<file path="src/hdl/embedding_vector_distance_top_assert.svh">
// ---------------------------------------------------------------------------
// embedding vector distance assertion macros
// concurrent checks that compile away when SYNTH is defined
// ---------------------------------------------------------------------------
`ifndef EMBEDDING_VECTOR_DISTANCE_TOP_ASSERT_SVH
`define EMBEDDING_VECTOR_DISTANCE_TOP_ASSERT_SVH
`ifndef SYNTH
// property holds at every clock edge outside reset
`define EVD_ASSERT(lbl, prop, msg) \
	lbl: assert property (@(posedge clk) disable iff (!arst_n) prop) else $error(msg);
// expression never true outside reset
`define EVD_ASSERT_NEVER(lbl, expr, msg) \
	lbl: assert property (@(posedge clk) disable iff (!arst_n) !(expr)) else $error(msg);
`else
`define EVD_ASSERT(lbl, prop, msg)
`define EVD_ASSERT_NEVER(lbl, expr, msg)
`endif
`endif

</file>
<file path="src/hdl/evd_pkg.sv">
// ---------------------------------------------------------------------------
// evd_pkg
// shared widths, types and states of the embedding vector distance block
// ---------------------------------------------------------------------------
`default_nettype none
package evd_pkg;
	localparam int MAX_LENGTH = 128;
	localparam int ELEM_BITS  = 16;
	localparam int CNT_W      = $clog2(MAX_LENGTH + 1);
	localparam int PROD_X_W   = 2 * ELEM_BITS + 2;
	localparam int DOT_W      = 40;
	localparam int NORM_W     = 39;
	localparam int DIFF_W     = 40;
	localparam int COS_W      = 32;
	localparam int ND_W       = 33;
	localparam int PP_W       = 2 * NORM_W;
	localparam int MAG_W      = DOT_W;
	localparam int MSQ_W      = 2 * MAG_W;
	localparam int FRAC_SHIFT = 62;
	localparam int DVD_W      = MSQ_W + FRAC_SHIFT;
	localparam int QUO_W      = 64;
	localparam int ROOT_W     = QUO_W / 2;
	localparam int SREM_W     = ROOT_W + 2;
	localparam int STEP_W     = 8;
	localparam logic [COS_W-1:0] ONE_Q30 = COS_W'(64'd1 << 30);

	typedef struct packed {
		logic signed [DOT_W-1:0] dot;
		logic [NORM_W-1:0]       norm_a;
		logic [NORM_W-1:0]       norm_b;
		logic [DIFF_W-1:0]       diff;
		logic                    too_long;
	} vec_sums_t;

	typedef struct packed {
		logic push;
		logic full;
	} sum_q_ctl_t;

	typedef enum logic [2:0] {
		ST_IDLE,
		ST_MUL,
		ST_DIV,
		ST_SQRT,
		ST_DONE
	} back_state_t;
endpackage
`default_nettype wire

</file>
<file path="src/hdl/evd_if.sv">
// ---------------------------------------------------------------------------
// evd channel interfaces
// element pair channel and result channel, valid/ready handshake
// ---------------------------------------------------------------------------
`default_nettype none


interface evd_result_if;
	logic                             valid;
	logic                             ready;
	logic signed [evd_pkg::COS_W-1:0] cosine_sim;
	logic [evd_pkg::DIFF_W-1:0]       l2_square;
	logic [evd_pkg::ND_W-1:0]         norm_l2_square;
	logic                             zero_norm;
	logic                             too_long;
	modport source (output valid, cosine_sim, l2_square, norm_l2_square, zero_norm,
		too_long, input ready);
	modport sink (input valid, cosine_sim, l2_square, norm_l2_square, zero_norm,
		too_long, output ready);
endinterface
`default_nettype wire

</file>
<file path="src/hdl/evd_back.sv">
// ---------------------------------------------------------------------------
// evd_back
// serial cosine unit: norm product, long division, square root, result
// ---------------------------------------------------------------------------
`default_nettype none
`include "embedding_vector_distance_top_assert.svh"
module evd_back (
	input  wire logic           clk,
	input  wire logic           arst_n,
	input  wire logic           sum_valid,
	input  evd_pkg::vec_sums_t  sum_data,
	output logic                sum_pop,
	evd_result_if.source        result_out
);
	localparam int PP = evd_pkg::PP_W;
	localparam int MS = evd_pkg::MSQ_W;
	localparam int QW = evd_pkg::QUO_W;
	localparam int RW = evd_pkg::ROOT_W;
	localparam int SW = evd_pkg::SREM_W;
	localparam int TW = evd_pkg::STEP_W;

	evd_pkg::back_state_t state_q, state_d;
	logic [TW-1:0]                  step_q;
	logic [evd_pkg::NORM_W-1:0]     na_q;
	logic [PP-1:0]                  nb_sh_q, prod_q;
	logic [evd_pkg::MAG_W-1:0]      mag_sh_q, mag;
	logic [MS-1:0]                  mag_add_q, msq_q;
	logic [PP-1:0]                  rem_q;
	logic [PP:0]                    rem2;
	logic                           dge;
	logic [QW-1:0]                  quo_q;
	logic                           sat_q;
	logic [SW-1:0]                  srem_q, srem2, trial;
	logic                           sge;
	logic [RW-1:0]                  root_q, root_d;
	logic [1:0]                     pair;
	logic [RW:0]                    qv;
	logic [evd_pkg::COS_W-1:0]      qmag;
	logic signed [evd_pkg::COS_W-1:0] cos_q, cos_d;
	logic [evd_pkg::ND_W-1:0]       nd_q;
	logic [evd_pkg::DIFF_W-1:0]     diff_q;
	logic                           neg_q, zn_q, long_q, zn_in, last_step;

	assign zn_in = (sum_data.norm_a == '0) || (sum_data.norm_b == '0);
	assign mag = sum_data.dot[evd_pkg::DOT_W-1] ? $unsigned(-sum_data.dot)
		: $unsigned(sum_data.dot);

	always_comb begin
		unique case (state_q)
			evd_pkg::ST_MUL:  last_step = step_q == TW'(evd_pkg::MAG_W - 1);
			evd_pkg::ST_DIV:  last_step = step_q == TW'(evd_pkg::DVD_W - 1);
			evd_pkg::ST_SQRT: last_step = step_q == TW'(RW - 1);
			default:          last_step = 1'b0;
		endcase
	end

	// next state
	always_comb begin
		state_d = state_q;
		unique case (state_q)
			evd_pkg::ST_IDLE: if (sum_valid) state_d = zn_in ? evd_pkg::ST_DONE
				: evd_pkg::ST_MUL;
			evd_pkg::ST_MUL:  if (last_step) state_d = evd_pkg::ST_DIV;
			evd_pkg::ST_DIV:  if (last_step) state_d = evd_pkg::ST_SQRT;
			evd_pkg::ST_SQRT: if (last_step) state_d = evd_pkg::ST_DONE;
			evd_pkg::ST_DONE: if (result_out.ready) state_d = evd_pkg::ST_IDLE;
			default:          state_d = evd_pkg::ST_IDLE;
		endcase
	end

	// outputs
	always_comb begin
		sum_pop = 1'b0;
		result_out.valid = 1'b0;
		unique case (state_q)
			evd_pkg::ST_IDLE: sum_pop = sum_valid;
			evd_pkg::ST_DONE: result_out.valid = 1'b1;
			default: ;
		endcase
	end

	assign result_out.cosine_sim = cos_q;
	assign result_out.l2_square = diff_q;
	assign result_out.norm_l2_square = nd_q;
	assign result_out.zero_norm = zn_q;
	assign result_out.too_long = long_q;

	always_ff @(posedge clk or negedge arst_n) begin
		if (!arst_n) begin
			state_q <= evd_pkg::ST_IDLE;
			step_q <= '0;
		end else begin
			state_q <= state_d;
			step_q <= (state_d != state_q) ? '0 : step_q + 1'b1;
		end
	end

	// division step: dividend is msq followed by zero bits
	assign rem2 = {rem_q, msq_q[MS-1]};
	assign dge = rem2 >= {1'b0, prod_q};

	// square root step over the 64-bit quotient, clamped when it overflowed
	assign pair = sat_q ? 2'b11 : quo_q[QW-1:QW-2];
	assign srem2 = {srem_q[SW-3:0], pair};
	assign trial = {root_q, 2'b01};
	assign sge = srem2 >= trial;
	assign root_d = {root_q[RW-2:0], sge};

	always_comb begin
		qv = ((RW+1)'(root_d) + 1'b1) >> 1;
		qmag = (qv >= (RW+1)'(evd_pkg::ONE_Q30)) ? evd_pkg::ONE_Q30
			: evd_pkg::COS_W'(qv);
		cos_d = neg_q ? -$signed(qmag) : $signed(qmag);
	end

	always_ff @(posedge clk) begin
		unique case (state_q)
			evd_pkg::ST_IDLE: begin
				na_q <= sum_data.norm_a;
				nb_sh_q <= PP'(sum_data.norm_b);
				prod_q <= '0;
				mag_sh_q <= mag;
				mag_add_q <= MS'(mag);
				msq_q <= '0;
				rem_q <= '0;
				quo_q <= '0;
				sat_q <= 1'b0;
				srem_q <= '0;
				root_q <= '0;
				neg_q <= sum_data.dot[evd_pkg::DOT_W-1];
				zn_q <= zn_in;
				long_q <= sum_data.too_long;
				diff_q <= sum_data.diff;
				cos_q <= '0;
				nd_q <= '0;
			end
			evd_pkg::ST_MUL: begin
				if (na_q[0])
					prod_q <= prod_q + nb_sh_q;
				na_q <= na_q >> 1;
				nb_sh_q <= nb_sh_q << 1;
				if (mag_sh_q[0])
					msq_q <= msq_q + mag_add_q;
				mag_sh_q <= mag_sh_q >> 1;
				mag_add_q <= mag_add_q << 1;
			end
			evd_pkg::ST_DIV: begin
				rem_q <= dge ? PP'(rem2 - {1'b0, prod_q}) : rem2[PP-1:0];
				msq_q <= msq_q << 1;
				sat_q <= sat_q | quo_q[QW-1];
				quo_q <= {quo_q[QW-2:0], dge};
			end
			evd_pkg::ST_SQRT: begin
				srem_q <= sge ? srem2 - trial : srem2;
				root_q <= root_d;
				quo_q <= quo_q << 2;
				if (last_step) begin
					cos_q <= cos_d;
					nd_q <= evd_pkg::ND_W'((evd_pkg::ND_W+1)'(64'd1 << 31)
						- ((evd_pkg::ND_W+1)'(cos_d) <<< 1));
				end
			end
			default: ;
		endcase
	end

	`EVD_ASSERT(a_cos_range, result_out.valid |-> (cos_q <= $signed(evd_pkg::ONE_Q30)) && (cos_q >= -$signed(evd_pkg::ONE_Q30)), "cosine out of range")
	`EVD_ASSERT(a_zero_norm, result_out.valid && zn_q |-> (cos_q == '0) && (nd_q == '0), "zero norm result not cleared")
	`EVD_ASSERT(a_pop_start, sum_pop |=> (state_q == evd_pkg::ST_MUL) || (state_q == evd_pkg::ST_DONE), "pop did not start work")
	`EVD_ASSERT_NEVER(a_pop_busy, sum_pop && (state_q != evd_pkg::ST_IDLE), "pop while busy")
endmodule
`default_nettype wire

</file>
<file path="src/flat_wrapper.sv">
// flat-port wrapper written by rule: the top's interface ports become plain ports
module evd_back_flat 
  (clk, arst_n, sum_valid, sum_data, sum_pop, result_out_valid, result_out_cosine_sim, result_out_l2_square, result_out_norm_l2_square, result_out_zero_norm, result_out_too_long, result_out_ready);
  evd_result_if result_out_i ();
  input  wire logic clk;
  input  wire logic arst_n;
  input  wire logic sum_valid;
  input  evd_pkg::vec_sums_t sum_data;
  output logic sum_pop;
  output wire logic [$bits(result_out_i.valid)-1:0] result_out_valid;
  output wire logic [$bits(result_out_i.cosine_sim)-1:0] result_out_cosine_sim;
  output wire logic [$bits(result_out_i.l2_square)-1:0] result_out_l2_square;
  output wire logic [$bits(result_out_i.norm_l2_square)-1:0] result_out_norm_l2_square;
  output wire logic [$bits(result_out_i.zero_norm)-1:0] result_out_zero_norm;
  output wire logic [$bits(result_out_i.too_long)-1:0] result_out_too_long;
  input wire logic [$bits(result_out_i.ready)-1:0] result_out_ready;
  assign result_out_valid = result_out_i.valid;
  assign result_out_cosine_sim = result_out_i.cosine_sim;
  assign result_out_l2_square = result_out_i.l2_square;
  assign result_out_norm_l2_square = result_out_i.norm_l2_square;
  assign result_out_zero_norm = result_out_i.zero_norm;
  assign result_out_too_long = result_out_i.too_long;
  assign result_out_i.ready = result_out_ready;
  evd_back u_core (.clk(clk), .arst_n(arst_n), .sum_valid(sum_valid), .sum_data(sum_data), .sum_pop(sum_pop), .result_out(result_out_i));
endmodule
</file>
<file path="config.mk">
export PLATFORM = sky130hd
export DESIGN_NAME = evd_back_flat
export DESIGN_NICKNAME = d
export VERILOG_FILES = /design/src/hdl/evd_pkg.sv /design/src/hdl/evd_if.sv /design/src/hdl/evd_back.sv /design/src/flat_wrapper.sv
export VERILOG_INCLUDE_DIRS = /design/src /design/src/hdl
export SDC_FILE = /design/constraint.sdc
export NUM_CORES = 2
export LEC_CHECK = 0
export BUFFER_PORTS_ARGS = -buffer_cell sky130_fd_sc_hd__buf_2
export CAP_MARGIN = 0
export CORE_AREA = 2 2 311 282
export CTS_BUF_LIST = sky130_fd_sc_hd__clkbuf_16
export DETAILED_ROUTE_END_ITERATION = 12
export DIE_AREA = 0 0 313 284
export PLACE_DENSITY_LB_ADDON = 0.2
export SLEW_MARGIN = 10
export SYNTH_ARGS = -nofsm -noshare
export SYNTH_HDL_FRONTEND = slang
export SYNTH_SLANG_ARGS = --single-unit
</file>
<file path="constraint.sdc">
create_clock -name clk -period 19.4 [get_ports clk]
set_input_delay 0.97 -clock clk [delete_from_list [all_inputs] [get_ports clk]]
set_output_delay 0.97 -clock clk [all_outputs]
set_load 0.005 [all_outputs]
</file>
==> results.txt <==
Status: complete, no violations
Share of cells above drive strength 1: 0.0996
Cells after synthesis: 4,771
IO buf count: 270
Setup crit start kind: flop
DRC: 0
Avg Cell Area, Syn: 9.80 sq um
Area share of the largest cell type after synthesis: 0.455
DP HPWL: 77,900 microns
Antenna violations before repair: 3
Post-CTS resize count: 0
Post-Layout Inst Area: 0.0518 sq mm
Core area: 0.0856 sq mm
CP Max Fanout: 39
Layout net count: 5,383
CP Class: reg -> reg
CTS Buffer Depth: 3
Maximum number of pins on one net before global-route repair: 214
Starting Density: 0.546
Remaining global-route overflow: 0
Max-cap violation count: 0
CTS tree: done
Worst EP arrival: 9.22 ns
Top FF cell, synth: edfxtp_1
Final GP Congestion: 0.922
Fin Setup TNS: 0 ns
Met2 Usage GRT: 0.379
Drt pass-1 iters: 6
Final Skew: 0.0305 ns
Cell repeated most along the worst path: ha_1
Die width: 313 microns
Worst path slowest cell: edfxtp_1
FILL cells: 7,215
Number of global-route vias before repair: 34.5k
# H-tree levels: 3
Dpl cells: 6,005
CTS sink count: 719
First-pass GRT wire length: 181,000 microns
Die H: 284 microns
Busiest grt layer: met2
Final period util: 0.455
Grt met1 use: 0.364
I/O pin total: 272
Worst skew pair latency: 0.65 ns
Synth top cells by count: edfxtp_1, nand2_1, nor2_1, a21oi_1, ha_1
Synth-to-Final Area Change: 10.8%
WP data required: 19.79 ns
Final Non-Filler Cells: 6,154
Ys Warns: 0
Max Clock Freq: 113 MHz
Via density: 5.94
Area leader, netlist: edfxtp_1
Worst-Margin Slew: 1.16 ns
Max transition margin: 0.223
Synth area leaders: edfxtp_1, ha_1, nand2_1
Area post-placement: 0.0491 sq mm
Root Buffer: clkbuf_16
Hold/Removal Path Class: in -> async
Die area: 0.0889 sq mm
Count leader, synth: edfxtp_1
Final hold violation count: 0
Met3 Use GR: 0.0429
Sequential share of the synthesized area: 0.461
Iteration-0 DRC Markers: 3,168
Footprint of the multi-input gates: 0.0237 sq mm
Minimum clock period: 8.84 ns
Crit-path max cell delay: 0.53 ns
Reg area: 0.0215 sq mm
Synth unique cells: 103
Num rows: 102
Cell Area, Synth: 0.0468 sq mm
Net Count, Synth: 5,210
Final setup vio count: 0
Remaining antenna violation count: 0
CTS Hold Bufs: 0
Gr usage total: 0.247
CP Capture Type: flop
Post-synth EDFFs: 708
Reg clk slew, reported paths: 0.06 ns
Post-synth ARST share: 0.0153
Post-synthesis register bit count: 719
Max-slew violations: 0
Postcts setup bufs: 0
Final wirelength: 112,000 microns
Vias: 36.6k
RSZ-0062 raised after global routing: no
TritonCTS Buffers: 81
Wire per inst: 18.2 microns
-- registers in the layout, summed over array words and instances, names as in the netlist --
signal / flops
u_core.state_q: 3
u_core.nb_sh_q: 78
u_core.msq_q: 80
u_core.result_out.too_long: 1
u_core.root_q: 32
u_core.result_out.l2_square: 40
u_core.sat_q: 1
u_core.step_q: 8
u_core.result_out.cosine_sim: 32
u_core.rem_q: 78
u_core.na_q: 39
u_core.result_out.norm_l2_square: 31
u_core.quo_q: 64
u_core.neg_q: 1
u_core.prod_q: 78
u_core.result_out.zero_norm: 1
u_core.mag_sh_q: 40
u_core.srem_q: 32
u_core.mag_add_q: 80
-- per-layer routing --
layer  up-vias  part of all wire
li1      18000                 -
met1     17400              0.48
met2       997              0.44
met3       138             0.063
met4         2             0.020
met5         -           0.00012
-- cell type report --
| cell class | instances | share of cell area |
|---|---|---|
| Antenna cell | 1 | 0.0000483 |
| Clock buffer | 85 | 0.0411 |
| Clock inverter | 63 | 0.0116 |
| Inverter | 195 | 0.0141 |
| Multi-Input combinational cell | 3645 | 0.459 |
| Sequential cell | 719 | 0.416 |
| Tap cell | 1144 | 0.0276 |
| Timing Repair Buffer | 302 | 0.0310 |
-- logic make-up after synthesis --
family,Yosys count,share of synthesized area
xor gates and xnor gates,315,0.0590
AOI/OAI and AO/OA,1292,0.182
muxes,87,0.0190
other,1,0.0000802
buffers and inverters,407,0.0336
and+or+nand+nor,1674,0.171
adders and majority gates,276,0.0743
DFF,719,0.461
-- final timing paths --
kind,from,to,slack (ns),cells after the start
setup / recovery,u_core.root_q[2],u_core.result_out.norm_l2_square[27],10.56,25
hold / removal,arst_n,u_core.step_q[0],0.23,1
setup reg to reg,u_core.root_q[2],u_core.result_out.norm_l2_square[27],10.56,25
hold reg to reg,u_core.step_q[0],u_core.step_q[0],0.48,1
max in group asynchronous,arst_n,u_core.state_q[0],18.90,1
min in group clk,u_core.step_q[0],u_core.step_q[0],0.48,1
-- stage by stage --
stage          utilization  hold slack (ns)  setup slack [ns]
6_report             0.605            0.228             10.56
5_1_grt              0.605            0.211              9.93
4_1_cts              0.605            0.205             10.73
3_5_place_dp         0.573            0.476             10.74
3_3_place_gp         0.573            0.476             11.11
2_1_floorplan            -            0.455              5.24
-- critical path: cells and delay by family (launching register included) --
| family | cells | cell delay, ns |
|---|---|---|
| compound gates | 8 | 2.23 |
| fa+ha+maj | 3 | 1.20 |
| buf+inv | 2 | 0.80 |
| flops | 1 | 0.53 |
| mux | 2 | 0.55 |
| simple gates | 10 | 3.26 |
-- layout by cell type (no fill, tap or decap), drive strengths merged, types with 20 or more instances in the layout --
| cell | n |
|---|---|
| buf | 302 |
| nand2b | 49 |
| nor4 | 43 |
| clkinv | 37 |
| nor3 | 85 |
| ha | 273 |
| mux2i | 76 |
| inv | 205 |
| o21a | 107 |
| o211ai | 21 |
| nor2 | 420 |
| xnor2 | 185 |
| nand3 | 79 |
| a211oi | 44 |
| clkbuf | 85 |
| a21oi | 334 |
| nand4 | 67 |
| o21ai | 263 |
| edfxtp | 708 |
| nor2b | 45 |
| a31oi | 20 |
| o31ai | 36 |
| and2 | 43 |
| nand2 | 586 |
| a22o | 67 |
| a21o | 196 |
| and3 | 137 |
| o21bai | 41 |
| or3 | 39 |
| xor2 | 130 |
Power is not shown: default switching activity piles up to over one toggle a cycle in this logic, so the estimate is an artifact.
