### src/hdl/embedding_vector_distance_top_assert.svh
// ---------------------------------------------------------------------------
// embedding vector distance assertion macros
// concurrent checks that compile away when SYNTH is defined
// ---------------------------------------------------------------------------
`ifndef EMBEDDING_VECTOR_DISTANCE_TOP_ASSERT_SVH
`define EMBEDDING_VECTOR_DISTANCE_TOP_ASSERT_SVH
`ifndef SYNTH
// property holds at every clock edge outside reset
`define EVD_ASSERT(lbl, prop, msg) \
	lbl: assert property (@(posedge clk) disable iff (!arst_n) prop) else $error(msg);
// expression never true outside reset
`define EVD_ASSERT_NEVER(lbl, expr, msg) \
	lbl: assert property (@(posedge clk) disable iff (!arst_n) !(expr)) else $error(msg);
`else
`define EVD_ASSERT(lbl, prop, msg)
`define EVD_ASSERT_NEVER(lbl, expr, msg)
`endif
`endif

### src/hdl/evd_pkg.sv
// ---------------------------------------------------------------------------
// evd_pkg
// shared widths, types and states of the embedding vector distance block
// ---------------------------------------------------------------------------
`default_nettype none
package evd_pkg;
	localparam int MAX_LENGTH = 128;
	localparam int ELEM_BITS  = 16;
	localparam int CNT_W      = $clog2(MAX_LENGTH + 1);
	localparam int PROD_X_W   = 2 * ELEM_BITS + 2;
	localparam int DOT_W      = 40;
	localparam int NORM_W     = 39;
	localparam int DIFF_W     = 40;
	localparam int COS_W      = 32;
	localparam int ND_W       = 33;
	localparam int PP_W       = 2 * NORM_W;
	localparam int MAG_W      = DOT_W;
	localparam int MSQ_W      = 2 * MAG_W;
	localparam int FRAC_SHIFT = 62;
	localparam int DVD_W      = MSQ_W + FRAC_SHIFT;
	localparam int QUO_W      = 64;
	localparam int ROOT_W     = QUO_W / 2;
	localparam int SREM_W     = ROOT_W + 2;
	localparam int STEP_W     = 8;
	localparam logic [COS_W-1:0] ONE_Q30 = COS_W'(64'd1 << 30);

	typedef struct packed {
		logic signed [DOT_W-1:0] dot;
		logic [NORM_W-1:0]       norm_a;
		logic [NORM_W-1:0]       norm_b;
		logic [DIFF_W-1:0]       diff;
		logic                    too_long;
	} vec_sums_t;

	typedef struct packed {
		logic push;
		logic full;
	} sum_q_ctl_t;

	typedef enum logic [2:0] {
		ST_IDLE,
		ST_MUL,
		ST_DIV,
		ST_SQRT,
		ST_DONE
	} back_state_t;
endpackage
`default_nettype wire

### src/hdl/evd_queue.sv
// ---------------------------------------------------------------------------
// evd_queue
// two-entry queue of finished vector sums between front and back
// ---------------------------------------------------------------------------
`default_nettype none
module evd_queue (
	input  wire logic            clk,
	input  wire logic            arst_n,
	input  evd_pkg::sum_q_ctl_t  ctl,
	input  evd_pkg::vec_sums_t   wr_data,
	output logic                 full,
	output logic                 rd_valid,
	input  wire logic            pop,
	output evd_pkg::vec_sums_t   rd_data
);
	evd_pkg::vec_sums_t mem_q [2];
	logic               wr_ptr_q, rd_ptr_q;
	logic [1:0]         cnt_q;

	assign full = cnt_q == 2'd2;
	assign rd_valid = cnt_q != 2'd0;
	assign rd_data = mem_q[rd_ptr_q];

	always_ff @(posedge clk) begin
		if (ctl.push)
			mem_q[wr_ptr_q] <= wr_data;
	end

	always_ff @(posedge clk or negedge arst_n) begin
		if (!arst_n) begin
			wr_ptr_q <= 1'b0;
			rd_ptr_q <= 1'b0;
			cnt_q <= '0;
		end else begin
			if (ctl.push)
				wr_ptr_q <= !wr_ptr_q;
			if (pop)
				rd_ptr_q <= !rd_ptr_q;
			case ({ctl.push, pop})
				2'b10: cnt_q <= cnt_q + 1'b1;
				2'b01: cnt_q <= cnt_q - 1'b1;
				default: cnt_q <= cnt_q;
			endcase
		end
	end
endmodule
`default_nettype wire

### config.mk
export PLATFORM = sky130hd
export DESIGN_NAME = evd_queue
export DESIGN_NICKNAME = d
export VERILOG_FILES = /design/src/hdl/embedding_vector_distance_top_assert.svh /design/src/hdl/evd_pkg.sv /design/src/hdl/evd_queue.sv
export SDC_FILE = /design/constraint.sdc
export NUM_CORES = 1
export LEC_CHECK = 0
export ABC_CLOCK_PERIOD_IN_PS = 22400
export CORE_UTILIZATION = 60
export DETAILED_ROUTE_END_ITERATION = 16
export DONT_BUFFER_PORTS = 1
export PLACE_DENSITY = 0.79
export SYNTH_ARGS = -nofsm -noshare
export SYNTH_HDL_FRONTEND = slang
export SYNTH_SLANG_ARGS = --single-unit
### constraint.sdc
create_clock -name clk -period 22.4 [get_ports clk]
set_input_delay 3.36 -clock clk [delete_from_list [all_inputs] [get_ports clk]]
set_output_delay 3.36 -clock clk [all_outputs]
set_load 0.03 [all_outputs]
==> results of run 1 <==
per-layer routing:
layer | wire length, um | global-route usage, % | up-vias
met5 | 0 | 0 | -
met4 | 537 | 6.22 | 0
met3 | 3070 | 11.1 | 35
met2 | 10100 | 32.4 | 290
met1 | 6460 | 18.5 | 2261
li1 | - | - | 2072
final cells by class:
cell class | count | area [um^2]
flip-flops and latches | 322 | 9650
fillers | 1159 | 6300
multi-input cells | 170 | 2260
clock buffers | 35 | 791
well taps | 265 | 332
clock inverters | 22 | 213
repair buffers | 5 | 37.5
inverters | 1 | 3.75
kinds of logic after synthesis:
group / count (synthesis)
and+or+nand+nor: 5
muxes: 159
DFF: 322
buffers and inverters: 19
xor gates and xnor gates: 5
adders and majority gates: 1
state kept, by name (all words and copies together), names as in the netlist:
register  flops
mem_q       318
cnt_q         2
rd_ptr_q      1
wr_ptr_q      1
power groups by stage:
stage / clock network (uW) / registers (uW) / logic [uW]
2_1_floorplan: 0 / 857 / 599
3_3_place_gp: 0 / 851 / 633
3_5_place_dp: 0 / 860 / 640
4_1_cts: 512 / 849 / 641
5_1_grt: 535 / 858 / 661
6_report: 502 / 847 / 633
critical path: cells and delay by family (launching register included):
kind     cells  cell delay (ns)
mux          1             0.53
flops        1             0.83
buf+inv      1             0.84
path summary, 6_finish.rpt:
path	endpoint	cells past startpoint
min in group asynchronous	wr_ptr_q$_DFFE_PN0P_	0
setup / recovery	rd_data[16]	2
hold reg to reg	cnt_q[1]$_DFFE_PN0P_	1
hold / removal	cnt_q[1]$_DFFE_PN0P_	1
max in group asynchronous	rd_ptr_q$_DFFE_PN0P_	0
setup reg to reg	mem_q[1][28]$_DFFE_PP_	2
cells in the final DEF, fill, tap and decap left out:
cell,instances
bufinv_16,4
inv_6,1
xnor2_1,2
xor2_1,3
nor2_4,1
inv_1,1
nor2b_1,1
or2_2,1
clkbuf_1,4
clkinv_1,5
mux2_4,100
ha_1,1
dfrtp_1,3
edfxtp_1,318
nor2_1,1
clkbuf_16,31
buf_4,5
mux2_2,59
clkinv_2,10
dfrtp_4,1
and2_4,1
clkinvlp_4,2
through the flow:
step | total power [uW] | hold WS, ns
final | 1980 | 0.490
after global routing | 2050 | 0.498
after CTS | 2000 | 0.488
after detailed placement | 1500 | 0.467
after global placement | 1480 | 0.469
after floorplan | 1460 | 0.448
==> flow_summary.json, run 1 <==
{
  "final-instance-count-excl-fill": 820,
  "place_congestion": 0.728,
  "drv_slew": 0,
  "synthAdderAreaFrac_pct": 0.104,
  "synth_top_family_by_area": "multiplexers",
  "antenna_left": 0,
  "synthMostInstantiatedCell": "edfxtp_1",
  "cellInternalPower_uw": 1300,
  "placement_rows": 51,
  "vias": 4658,
  "routed_wirelength_mm": 20.2,
  "clock-root-buffer": "clkbuf_16",
  "tritoncts": "built",
  "worst_slack_ns": 16.15,
  "area_growth_pct": 10.1,
  "syn_avg_cell_area_um2": 23.6,
  "post-route-period-util_pct": 27.9,
  "netlist_top_cells_count": "318 x edfxtp_1, 100 x mux2_4, 59 x mux2_2",
  "grt_max_degree": 82,
  "syn_inst": 511,
  "chipHeight_um": 144,
  "stdcell_area_um2": 13300,
  "yosys-top-cells-area": "edfxtp_1 79%, mux2_4 12%, mux2_2 5.5%",
  "cts-hold-fix-buffers": 0,
  "wl_per_cell_um": 24.6,
  "maxSlewHeadroom_pct": 28.5,
  "synthArstFlopShare_pct": 1.24,
  "yosys.area.top_type": "edfxtp_1",
  "worstReg2RegStart": "wr_ptr_q$_DFFE_PN0P_",
  "post-route-util_pct": 67.8,
  "drc": 0,
  "clock_sinks": 322,
  "syn_nets": 676,
  "crit_chain": "buf_4 -> mux2_2",
  "firstDrtPassIters": 4,
  "first_global_vias": 4834,
  "ys_warn_count": 0,
  "setup_tns_ns": 0,
  "avgViaCountPerCell": 5.68,
  "switching_power_uw": 678,
  "die_x_um": 144,
  "num-nets-final": 696,
  "cp_slowest_stage_delay_ns": 0.84,
  "worst-path-max-fanout": 65,
  "p_sw_share_pct": 34.2,
  "place_inst": 763,
  "start_util_pct": 61.6,
  "pwr-share-clk_pct": 25.3,
  "fin_crit_ns": 6.25,
  "ir_worst_vdd_mv": 0.188,
  "clk_latency_ns": 0.54,
  "r2r_slack_ns": 19.67,
  "clock_path_buffers": 3,
  "grt_pass1_wl_mm": 28.1,
  "synth_area_um2": 12100,
  "grt_setup_unrepaired": "no",
  "skew_ns": 0.0160,
  "htree_levels": 1,
  "drv_cap": 0,
  "antenna_found_initial": 0,
  "p_seq_share_pct": 42.8,
  "status": "finished clean",
  "pwr-share-comb_pct": 31.9,
  "min-delay-start": "cnt_q[1]$_DFFE_PN0P_",
  "fmax_mhz": 160,
  "ys_ff_latch": 322,
  "grtUsageTotal_pct": 18.7,
  "yosysTopAreaCellShare_pct": 79.1,
  "p_leak_uw": 0.00465,
  "synth_xor_area_share_pct": 0.363,
  "core_area_um2": 19600,
  "post-cts-setup-buffers": 0,
  "synth_top_flop_cell": "edfxtp_1",
  "worst_pin_slew_ns": 1.07,
  "end_kind": "output port",
  "required_ns": 19.04,
  "cp-startpoint": "rd_ptr_q$_DFFE_PN0P_",
  "hpwl_mm": 13.5,
  "dp_slack_ns": 16.70,
  "first_iter_violations": 254,
  "slowest_stage": "buf_4",
  "yosysSeqAreaShare_pct": 80.0,
  "place_area_um2": 12300,
  "dieArea_um2": 20700,
  "hold_class": "flop to flop",
  "p_per_area_nw_per_um2": 149,
  "io_pins": 325,
  "portBuffers": 0,
  "synth_edf_count": 318,
  "cts-resized-gates": 0,
  "path_clk_slew_ns": 0.06,
  "antenna_cells": 0,
  "finalHoldViolCount": 0,
  "synth.area.mux_share_pct": 17.9,
  "gr-total-overflow": 0,
  "drive_above_1_share_pct": 38.9,
  "setup_viol": 0,
  "start_kind": "flop",
  "cts_buffers": 31,
  "synth_compound_area_share_pct": 0,
  "setup.worst_path.class": "flop to output port",
  "yosys.area_share.simple_pct": 0.218,
  "ys_types": 14,
  "worstPathArrival_ns": 2.89
}
(Power assumes the default switching activity.)
==> run 2: changes to the inputs <==
ABC_AREA = 1   (was unset)
ABC_CLOCK_PERIOD_IN_PS = 6220   (was 22400)
clock period = 6.22 ns   (was 22.4 ns; I/O delays follow)
==> flow_summary.json, run 2 <==
{
  "status": "finished clean",
  "post-route-util_pct": 67.2,
  "path_clk_slew_ns": 0.06,
  "top_register": "mem_q",
  "nFillCells": 1268,
  "clk_latency_ns": 0.53,
  "htree_levels": 1,
  "num-nets-final": 1026,
  "ys_warn_count": 0,
  "hold_class": "primary input to asynchronous set/reset pin",
  "post-route-period-util_pct": 66.3,
  "synthArstFlopShare_pct": 1.24,
  "hpwl_mm": 13.0,
  "placement_rows": 51,
  "die_x_um": 143,
  "vias": 5903,
  "yosys-top-cells-area": "edfxtp_1 80%, o21ai_0 6.7%, inv_1 5.2%",
  "clock_sinks": 322,
  "grt_max_degree": 121,
  "seqCellArea_um2": 9650,
  "worstPathArrival_ns": 3.19,
  "place_congestion": 0.674,
  "cts-hold-fix-buffers": 0,
  "finalHoldViolCount": 0,
  "dieArea_um2": 20400,
  "required_ns": 5.29,
  "drv_slew": 0,
  "end_kind": "output port",
  "setup.worst_path.class": "flop to output port",
  "maxSlewHeadroom_pct": 19.7,
  "cts-resized-gates": 0,
  "yosysTopAreaCellShare_pct": 80.1,
  "post-cts-setup-buffers": 0,
  "syn_avg_cell_area_um2": 14.0,
  "cts_buffers": 30,
  "synth_top_flop_cell": "edfxtp_1",
  "tritoncts": "built",
  "mostFrequentLayoutCells": "318 x edfxtp_1, 165 x nand2_1, 164 x inv_1",
  "firstDrtPassIters": 6,
  "netlist_top_cells_count": "318 x edfxtp_1, 165 x inv_1, 165 x nand2_1",
  "grtUsageTotal_pct": 19.0,
  "clock-root-buffer": "clkbuf_16",
  "routed_wirelength_mm": 20.1,
  "ys_types": 12,
  "first_global_vias": 5477,
  "mostFrequentLayoutCell": "edfxtp_1",
  "yosys.area.top_type": "edfxtp_1",
  "portBuffers": 0,
  "synthMostInstantiatedCell": "edfxtp_1",
  "place_area_um2": 12200,
  "ys_ff_latch": 322,
  "p_per_area_nw_per_um2": 525,
  "start_kind": "flop",
  "multiInputGateArea_um2": 1480,
  "start_util_pct": 61.2,
  "area_growth_pct": 9.83,
  "ir_worst_vdd_mv": 0.346,
  "antenna_found_initial": 0,
  "avgViaCountPerCell": 5.15,
  "fmax_mhz": 242,
  "skew_ns": 0.00922,
  "worst-path-max-fanout": 120,
  "drive_above_1_share_pct": 6.13,
  "antenna_left": 0,
  "clock_path_buffers": 3,
  "worst_pin_slew_ns": 1.19,
  "setup_tns_ns": 0,
  "synth_area_um2": 11900,
  "drc": 0,
  "grt_setup_unrepaired": "no",
  "reg.largest.list": "mem_q x318, cnt_q x2",
  "largest_reg_flops": 318,
  "io_pins": 325,
  "p_leak_uw": 0.00501,
  "antenna_cells": 0,
  "syn_nets": 1019,
  "setup_viol": 0,
  "wl_per_cell_um": 17.6,
  "synth_edf_count": 318,
  "stdcell_area_um2": 13100,
  "first_iter_violations": 326,
  "chipHeight_um": 143,
  "fin_crit_ns": 4.13,
  "core_area_um2": 19500,
  "drv_cap": 0,
  "gr-total-overflow": 0,
  "syn_inst": 854,
  "grt_pass1_wl_mm": 28.7,
  "yosysSeqAreaShare_pct": 81.0
}
==> run 2: changes by cell type after synthesis, moves of 12 or more <==
cell	delta
mux2_4	-100
inv_1	+164
buf_6	-12
mux2_2	-59
o21ai_0	+159
nand2_1	+165
buf_2	+29
==> run 2: layer usage <==
layer	global-route usage [%]	up-vias	wire [um]
li1	-	2888	-
met1	19.1	2697	6630
met2	33.1	271	10100
met3	9.86	47	2690
met4	7.24	0	711
met5	0	-	0
==> run 2: metrics by stage <==
step / hold WS [ns] / power (uW) / worst slack [ns] / std cells
6_report: 0.0882 / 6870 / 2.09 / 1146
2_1_floorplan: 0.442 / 4990 / 0.670 / 854
3_3_place_gp: 0.456 / 5200 / 2.67 / 1094
4_1_cts: 0.0633 / 6940 / 2.08 / 1146
5_1_grt: 0.0574 / 7200 / 1.79 / 1146
3_5_place_dp: 0.463 / 5250 / 2.65 / 1094
==> run 2: worst paths after layout <==
check / from / to / slack [ns] / cells after the start
max: rd_ptr_q$_DFFE_PN0P_ / rd_data[99] / 2.09 / 2
min: arst_n / cnt_q[1]$_DFFE_PN0P_ / 0.09 / 0
max reg2reg: wr_ptr_q$_DFFE_PN0P_ / mem_q[1][103]$_DFFE_PP_ / 3.77 / 3
min reg2reg: cnt_q[1]$_DFFE_PN0P_ / cnt_q[1]$_DFFE_PN0P_ / 0.48 / 2
max in group asynchronous: arst_n / rd_ptr_q$_DFFE_PN0P_ / 6.06 / 0
min in group clk: pop / rd_ptr_q$_DFFE_PN0P_ / 0.47 / 1
==> run 2: logic make-up after synthesis <==
kind of cell | Yosys count | share of synthesized area, %
DFF | 322 | 81.0
buffers and inverters | 200 | 6.67
and+or+nand+nor | 169 | 5.35
AOI/OAI and AO/OA | 159 | 6.68
xor gates and xnor gates | 3 | 0.221
adders and majority gates | 1 | 0.105
==> run 2: where the power goes <==
part           switching [uW]  leakage (uW)  internal (uW)
combinational            1880       0.00153            244
sequential                176       0.00303           2880
clock                     708      0.000454            982
total                    2760       0.00501           4110
==> run 2: cell type report <==
type,instances,share of cell area [%]
flip-flops and latches,322,73.8
multi-input cells,332,11.3
clock buffers,35,6.04
inverters,165,4.77
well taps,265,2.53
clock inverters,17,1.01
repair buffers,10,0.574
==> run 2: worst max-delay path, stage by stage (launching register included) <==
cell and delay, ns:
dfrtp_4 1.00, buf_4 0.86, o21ai_0 0.68
==> run 3: changes to the inputs <==
ABC_CLOCK_PERIOD_IN_PS = 4000   (was 6220)
clock period = 4 ns   (was 6.22 ns; I/O delays follow)
==> flow_summary.json, run 3 (synthesis gave the netlist of run 2 again) <==
{
  "status": "finished clean",
  "ir_worst_vdd_mv": 0.629,
  "start_kind": "flop",
  "clock_sinks": 322,
  "setup_viol": 0,
  "first_iter_violations": 328,
  "htree_levels": 1,
  "chipHeight_um": 143,
  "grt_max_degree": 95,
  "firstDrtPassIters": 5,
  "wl_per_cell_um": 17.6,
  "post-route-period-util_pct": 79.8,
  "hpwl_mm": 13.7,
  "skew_ns": 0.00607,
  "drv_cap": 0,
  "crit_family": "compound AO/OA/AOI/OAI gates",
  "setup_tns_ns": 0,
  "total_power_uw": 11200,
  "num-nets-final": 1073,
  "top_register": "mem_q",
  "place_congestion": 0.665,
  "die_x_um": 143,
  "pwr-share-clk_pct": 24.3,
  "grt_pass1_wl_mm": 29.9,
  "gr-total-overflow": 0,
  "nFillCells": 1239,
  "hold_class": "primary input to flop",
  "p_seq_share_pct": 42.6,
  "largest_reg_flops": 318,
  "slowest_stage": "o21ai_0",
  "grt_setup_unrepaired": "no",
  "cts-resized-gates": 0,
  "antenna_cells": 0,
  "area_growth_pct": 13.5,
  "cts_buffers": 31,
  "switching_power_uw": 4380,
  "p_leak_uw": 0.00526,
  "worstPathArrival_ns": 2.59,
  "avgViaCountPerCell": 5.14,
  "first_global_vias": 5894,
  "p_sw_share_pct": 39.2,
  "clk_latency_ns": 0.53,
  "cp_num_buf_inv": 1,
  "end_kind": "output port",
  "reg.largest.list": "mem_q x318, cnt_q x2",
  "fin_crit_ns": 3.19,
  "p_per_area_nw_per_um2": 825,
  "grtUsageTotal_pct": 19.7,
  "worst-path-max-fanout": 89,
  "antenna_left": 0,
  "cts-hold-fix-buffers": 1,
  "clock_path_buffers": 3,
  "fmax_mhz": 313,
  "setup.worst_path.class": "flop to output port",
  "post-cts-setup-buffers": 0,
  "path_clk_slew_ns": 0.06,
  "io_pins": 325,
  "cellInternalPower_uw": 6780,
  "finalHoldViolCount": 0,
  "drc": 0,
  "portBuffers": 0,
  "mostFrequentLayoutCells": "318 x edfxtp_1, 165 x nand2_1, 164 x inv_1",
  "start_util_pct": 61.2,
  "drive_above_1_share_pct": 10.5,
  "crit_chain": "buf_4 -> o21ai_0",
  "core_area_um2": 19500,
  "tritoncts": "built",
  "worst_pin_slew_ns": 1.11,
  "pwr-share-comb_pct": 33.2,
  "routed_wirelength_mm": 21.0,
  "required_ns": 3.40,
  "vias": 6133,
  "placement_rows": 51,
  "dieArea_um2": 20400,
  "drv_slew": 0,
  "cp_slowest_stage_delay_ns": 0.90,
  "antenna_found_initial": 0,
  "clock-root-buffer": "clkbuf_16",
  "mostFrequentLayoutCell": "edfxtp_1",
  "maxSlewHeadroom_pct": 25.1
}
[run 3: cell types whose count changed in the layout (fill, tap and decap cells not counted), sizes merged]
cell,before,now
buf,10,55
clkbuf,35,38
clkinv,14,12
bufinv,2,3
clkinvlp,1,2
dlygate4sd3,0,1
inv,165,164
[run 3: per-layer routing]
metal  up-vias  global-route usage (%)  share of wire (%)
li1       2987                       -                  -
met1      2861                    18.1                 32
met3        38                    9.42                 11
met2       247                    36.9                 54
met4         0                    7.07                2.8
met5         -                   0.501                  0
[run 3: power by group through the flow]
stage	combinational [uW]	sequential [uW]	clock, uW
5_1_grt	3970	4820	2890
3_5_place_dp	3730	4820	0
3_3_place_gp	3670	4780	0
6_report	3700	4750	2710
4_1_cts	3750	4760	2770
2_1_floorplan	3000	4710	0
[run 3: worst reg2reg max path, stage by stage (launching register included)]
cell	delay (ns)
dfrtp_1	0.43
nor2_4	0.15
buf_4	0.69
[run 3: path summary, 6_finish.rpt]
path | start | end | slack [ns] | cells past startpoint
worst max-delay path | rd_ptr_q$_DFFE_PN0P_ | rd_data[21] | 0.81 | 2
worst min-delay path | pop | rd_ptr_q$_DFFE_PN0P_ | 0.14 | 1
worst max register to register | wr_ptr_q$_DFFE_PN0P_ | mem_q[0][88]$_DFFE_PP_ | 2.30 | 2
worst min register to register | cnt_q[1]$_DFFE_PN0P_ | cnt_q[1]$_DFFE_PN0P_ | 0.53 | 2
max in group asynchronous | arst_n | rd_ptr_q$_DFFE_PN0P_ | 3.47 | 1
min in group asynchronous | arst_n | cnt_q[0]$_DFFE_PN0P_ | 0.34 | 1
[run 3: cell type report]
type                    instances  area, um^2  share of cell area [%]
clock buffers                  38         802                    5.93
flip-flops and latches        322        9650                    71.4
clock inverters                16         153                    1.13
inverters                     165         623                    4.61
well taps                     265         332                    2.45
repair buffers                 56         485                    3.59
multi-input cells             332        1480                    10.9
[run 3: stage by stage]
step | area, um^2 | hold WS [ns] | util [%] | setup WS (ns) | std cells
3_5_place_dp | 12600 | 0.305 | 64.6 | 1.35 | 1139
2_1_floorplan | 11900 | 0.304 | - | 0.564 | 854
3_3_place_gp | 12600 | 0.305 | 64.6 | 1.37 | 1139
4_1_cts | 13500 | 0.116 | 69.5 | 0.770 | 1194
5_1_grt | 13500 | 0.125 | 69.5 | 0.654 | 1194
6_report | 13500 | 0.142 | 69.5 | 0.807 | 1194
